### src/rtl/kdmma_pkg.sv
`timescale 1ns / 1ps

package kdmma_pkg;

  localparam int unsigned KEY_W = 8;
  localparam int unsigned VAL_W = 16;
  localparam int unsigned ELAPSED_W = 16;
  localparam int unsigned MIN_OUT_W = 15;

  // weight is Q1.12, 4096 = 1.0
  localparam int unsigned W_W = 13;
  localparam logic [W_W-1:0] W_ONE = 13'd4096;
  localparam int unsigned FRAC_BITS = 12;

  // x = 4*elapsed + 2; w = x / 5, saturated once x reaches 5 * 4097
  localparam int unsigned WX_W = 18;
  localparam logic [WX_W-1:0] WX_SAT = 18'd20485;
  localparam int unsigned WQ_W = 15;
  localparam logic [16:0] RECIP5 = 17'd52429;
  localparam int unsigned RECIP5_SHIFT = 18;

  typedef enum logic [1:0] {
    ST_HIT  = 2'd0,
    ST_NEW  = 2'd1,
    ST_FULL = 2'd2
  } status_t;

  typedef enum logic [1:0] {
    BM_AVG = 2'd0,
    BM_MIN = 2'd1,
    BM_MAX = 2'd2
  } blend_mode_t;

  typedef struct packed {
    logic [KEY_W-1:0]        key;
    logic signed [VAL_W-1:0] avg;
    logic signed [VAL_W-1:0] mn;
    logic signed [VAL_W-1:0] mx;
  } entry_t;

endpackage

### src/rtl/kdmma_blend.sv
`timescale 1ns / 1ps

module kdmma_blend import kdmma_pkg::*; (
  input  blend_mode_t             mode,
  input  logic signed [VAL_W-1:0] old_val,
  input  logic signed [VAL_W-1:0] new_val,
  input  logic [W_W-1:0]          weight,
  output logic signed [VAL_W-1:0] result
);

  logic signed [VAL_W:0]       diff;
  logic signed [VAL_W+W_W:0]   prod;
  logic signed [VAL_W+W_W:0]   rounded;
  logic signed [VAL_W+W_W:0]   shifted;
  logic signed [VAL_W:0]       mixed;
  logic signed [VAL_W-1:0]     blended;

  // old + round_floor((new - old) * w / 4096)
  always_comb begin
    diff    = {new_val[VAL_W-1], new_val} - {old_val[VAL_W-1], old_val};
    prod    = diff * $signed({1'b0, weight});
    rounded = prod + (VAL_W+W_W+1)'(1 << (FRAC_BITS - 1));
    shifted = rounded >>> FRAC_BITS;
    mixed   = {old_val[VAL_W-1], old_val} + shifted[VAL_W:0];
    blended = mixed[VAL_W-1:0];
  end

  always_comb begin
    case (mode)
      BM_AVG: result = blended;
      BM_MIN: begin
        result = (new_val < old_val) ? new_val : blended;
        if (result < 0) begin
          result = '0;
        end
      end
      BM_MAX: result = (new_val > old_val) ? new_val : blended;
      default: result = blended;
    endcase
  end

endmodule

### config.mk
export PLATFORM = sky130hd
export DESIGN_NAME = kdmma_blend
export DESIGN_NICKNAME = d
export VERILOG_FILES = /design/src/rtl/kdmma_pkg.sv /design/src/rtl/kdmma_blend.sv
export SDC_FILE = /design/constraint.sdc
export NUM_CORES = 1
export LEC_CHECK = 0
export BUFFER_PORTS_ARGS = -buffer_cell sky130_fd_sc_hd__buf_2
export CAP_MARGIN = 10
export CORE_AREA = 2 2 139 128
export DETAILED_ROUTE_END_ITERATION = 10
export DIE_AREA = 0 0 141 130
export PLACE_DENSITY = 0.86
export SLEW_MARGIN = 20
export SYNTH_ARGS = -nofsm -noshare
export SYNTH_HDL_FRONTEND = slang
export SYNTH_SLANG_ARGS = --single-unit
export TNS_END_PERCENT = 5
### constraint.sdc
create_clock -name vclk -period 46
set_input_delay 11.5 -clock vclk [all_inputs]
set_output_delay 11.5 -clock vclk [all_outputs]
set_load 0.005 [all_outputs]
==> key figures <==
Detailed routing
  – Post-DR vias/cell: 5.65
  – Drt pass-1 iters: 5
  – Starting DRT DRC Count: 536
  – Final wirelength: 24.0 mm
  – DR vias: 8164
  – DR WL/cell: 16.6 um
  – Antenna Violating Nets Remaining: 0
  – Residual DRC: 0

Status
  – Status: finished clean

Worst setup path
  – CP Buf/Inv Count: 9
  – Crit start category: input pin
  – Req. time, crit path: 34.50 ns
  – Slowest-stage cell, CP: xnor2_1
  – CP delay by family, top: compound AO/OA/AOI/OAI gates
  – Crit path largest cell delay: 0.95 ns
  – Crit-path max FO: 13
  – CP Capture Type: primary output
  – Critical path data arrival time: 22.09 ns
  – Critical path class: input pin to primary output

Synthesis
  – Largest family of logic cells by synthesized area: adder cells
  – Share of the yosys chip area belonging to registers: 0
  – Complex-gate fraction of the synthesized area: 0.111
  – Post-synthesis simple-gate area fraction: 0.171
  – Post-Syn Instances: 1195
  – Largest cells by area after synthesis: fa_1 40%, ha_1 14%, inv_1 11%
  – YS warnings: 0
  – Post-Syn Area: 9970 um2
  – Mux cell area share after synthesis: 0.00213
  – Cell accounting for the most synthesized area: fa_1
  – Yosys cell types: 53
  – Mean Syn Cell Area: ~8.3 um2
  – Post-Syn Nets: between 1500 and 2000
  – XOR/XNOR share of the synthesized area: 0.0501
  – Post-Synth Adder-Cell Area: 0.542
  – Synth top area share: 0.397

Timing
  – Worst slew pin tran: 1.23 ns
  – RSZ-0062 raised after global routing: false
  – Fin. Hold Viols: 0
  – TNS Setup: 0 ns
  – Relative slew slack: 0.173
  – Final Cycle Share: 0.730
  – Final max-slew violation count: 0
  – Finish-stage setup viols: 0
  – Tmin final: 33.59 ns
  – Achievable Freq: 29.8 MHz

Cells and area
  – Final sequential cell count: 0
  – N_diodes: 0
  – Seq. cell area: 0 um2
  – Fraction of layout cells with a size suffix above 1: 0.0772
  – Commonest non-fill, non-tap cells in the layout: 287 x inv_1, 198 x fa_1, 128 x nand2_1
  – Nets@finish: 1592
  – Area grow syn2layout: 5.24%
  – CLK BUF: 0
  – Leading cell type in the layout, fill and taps excluded: inv_1

Clock network
  – Number of gates resized after CTS: 0
  – Post-CTS Setup Bufs: 0
  – Hold_buf cts: 0

GRT
  – Vias in the first global route: between 8000 and 9000
  – Global Route Usage Sum: 0.275
  – First-pass GRT wire length: ~41 mm
  – Routing usage on met2: 0.511
  – Antenna violations before repair: 0
  – Most used routing layer: met2
  – Largest net degree at the start of global routing: 18
  – Met3 GRT Util: 0.0257
  – Met1 GRT Util: 0.344
  – Total grt overflow: 0

Floorplan
  – Row count: 46
  – I/O pin cnt: 63
  – Die ar.: 18300 um2
  – Chip Width: 141 um
  – Core Box Area: around 17000 um2
  – Starting Density: 0.584
  – Chip height: between 100 and 150 um

Placed design
  – Final HPWL DP: 20.2 mm
  – Global placer's final weighted congestion: 0.912
  – IO Port Bufs: 63

Run
  – Max cap viols: 0

Hold path
  – HP Class: input pin to primary output
area by class of cell:
| cell class | count | area, um2 |
|---|---|---|
| fillers | 1454 | 6600 |
| inverters | 287 | 1080 |
| multi-input cells | 868 | 8740 |
| well taps | 216 | 270 |
| repair buffers | 75 | 405 |
synthesized netlist by cell type, types with 2 or more instances:
cell / count
fa_1: 198
o21a_1: 9
nand3_1: 11
o2bb2ai_1: 10
o31a_1: 2
nand2b_1: 9
ha_1: 115
and3_1: 4
xnor2_1: 44
nand2_1: 128
o211ai_1: 5
nand4_1: 8
nor2_1: 34
o221ai_1: 2
a21o_1: 13
or4_1: 3
a21oi_1: 51
inv_1: 287
nor2b_1: 21
o221ai_2: 8
clkbuf_1: 37
o21ai_0: 23
o22ai_1: 2
xor2_1: 13
nor3_1: 6
or3_1: 2
nor4_1: 2
a211oi_1: 6
a22o_1: 2
a22oi_1: 2
a31oi_1: 4
o21bai_1: 8
or2_2: 3
and2_1: 104
per-stage QoR:
| step | hold slack, ns | util | area (um2) | worst slack [ns] | std cells |
|---|---|---|---|---|---|
| 6_report | 23.31 | 0.614 | 10500 | 12.41 | 1446 |
| 3_3_place_gp | 23.32 | 0.614 | 10500 | 12.71 | 1446 |
| 3_5_place_dp | 23.32 | 0.614 | 10500 | 12.37 | 1446 |
| 2_1_floorplan | 23.10 | - | 9970 | 14.29 | 1195 |
| 5_1_grt | 23.33 | 0.614 | 10500 | 11.65 | 1446 |
| 4_1_cts | 23.32 | 0.614 | 10500 | 12.34 | 1446 |
cell families after synthesis:
group,after synthesis
xor+xnor,57
fa+ha+maj,313
mux,2
simple gates,338
compound gates,158
buf+inv,327
metal layers:
layer | routed length, um | share of wire
met5 | 0 | 0
met4 | 738 | 0.031
met3 | 1500 | 0.063
met2 | 12200 | 0.51
met1 | 9520 | 0.40
path summary, 6_finish.rpt:
check	startpoint	end	slack (ns)	depth (start not counted)
min	new_val[13]	result[13]	23.31	4
max	new_val[2]	result[1]	12.41	42
Power is left out: the tool's default activity adds up to more than one toggle a clock period on the data nets, which glitch-free logic cannot reach.
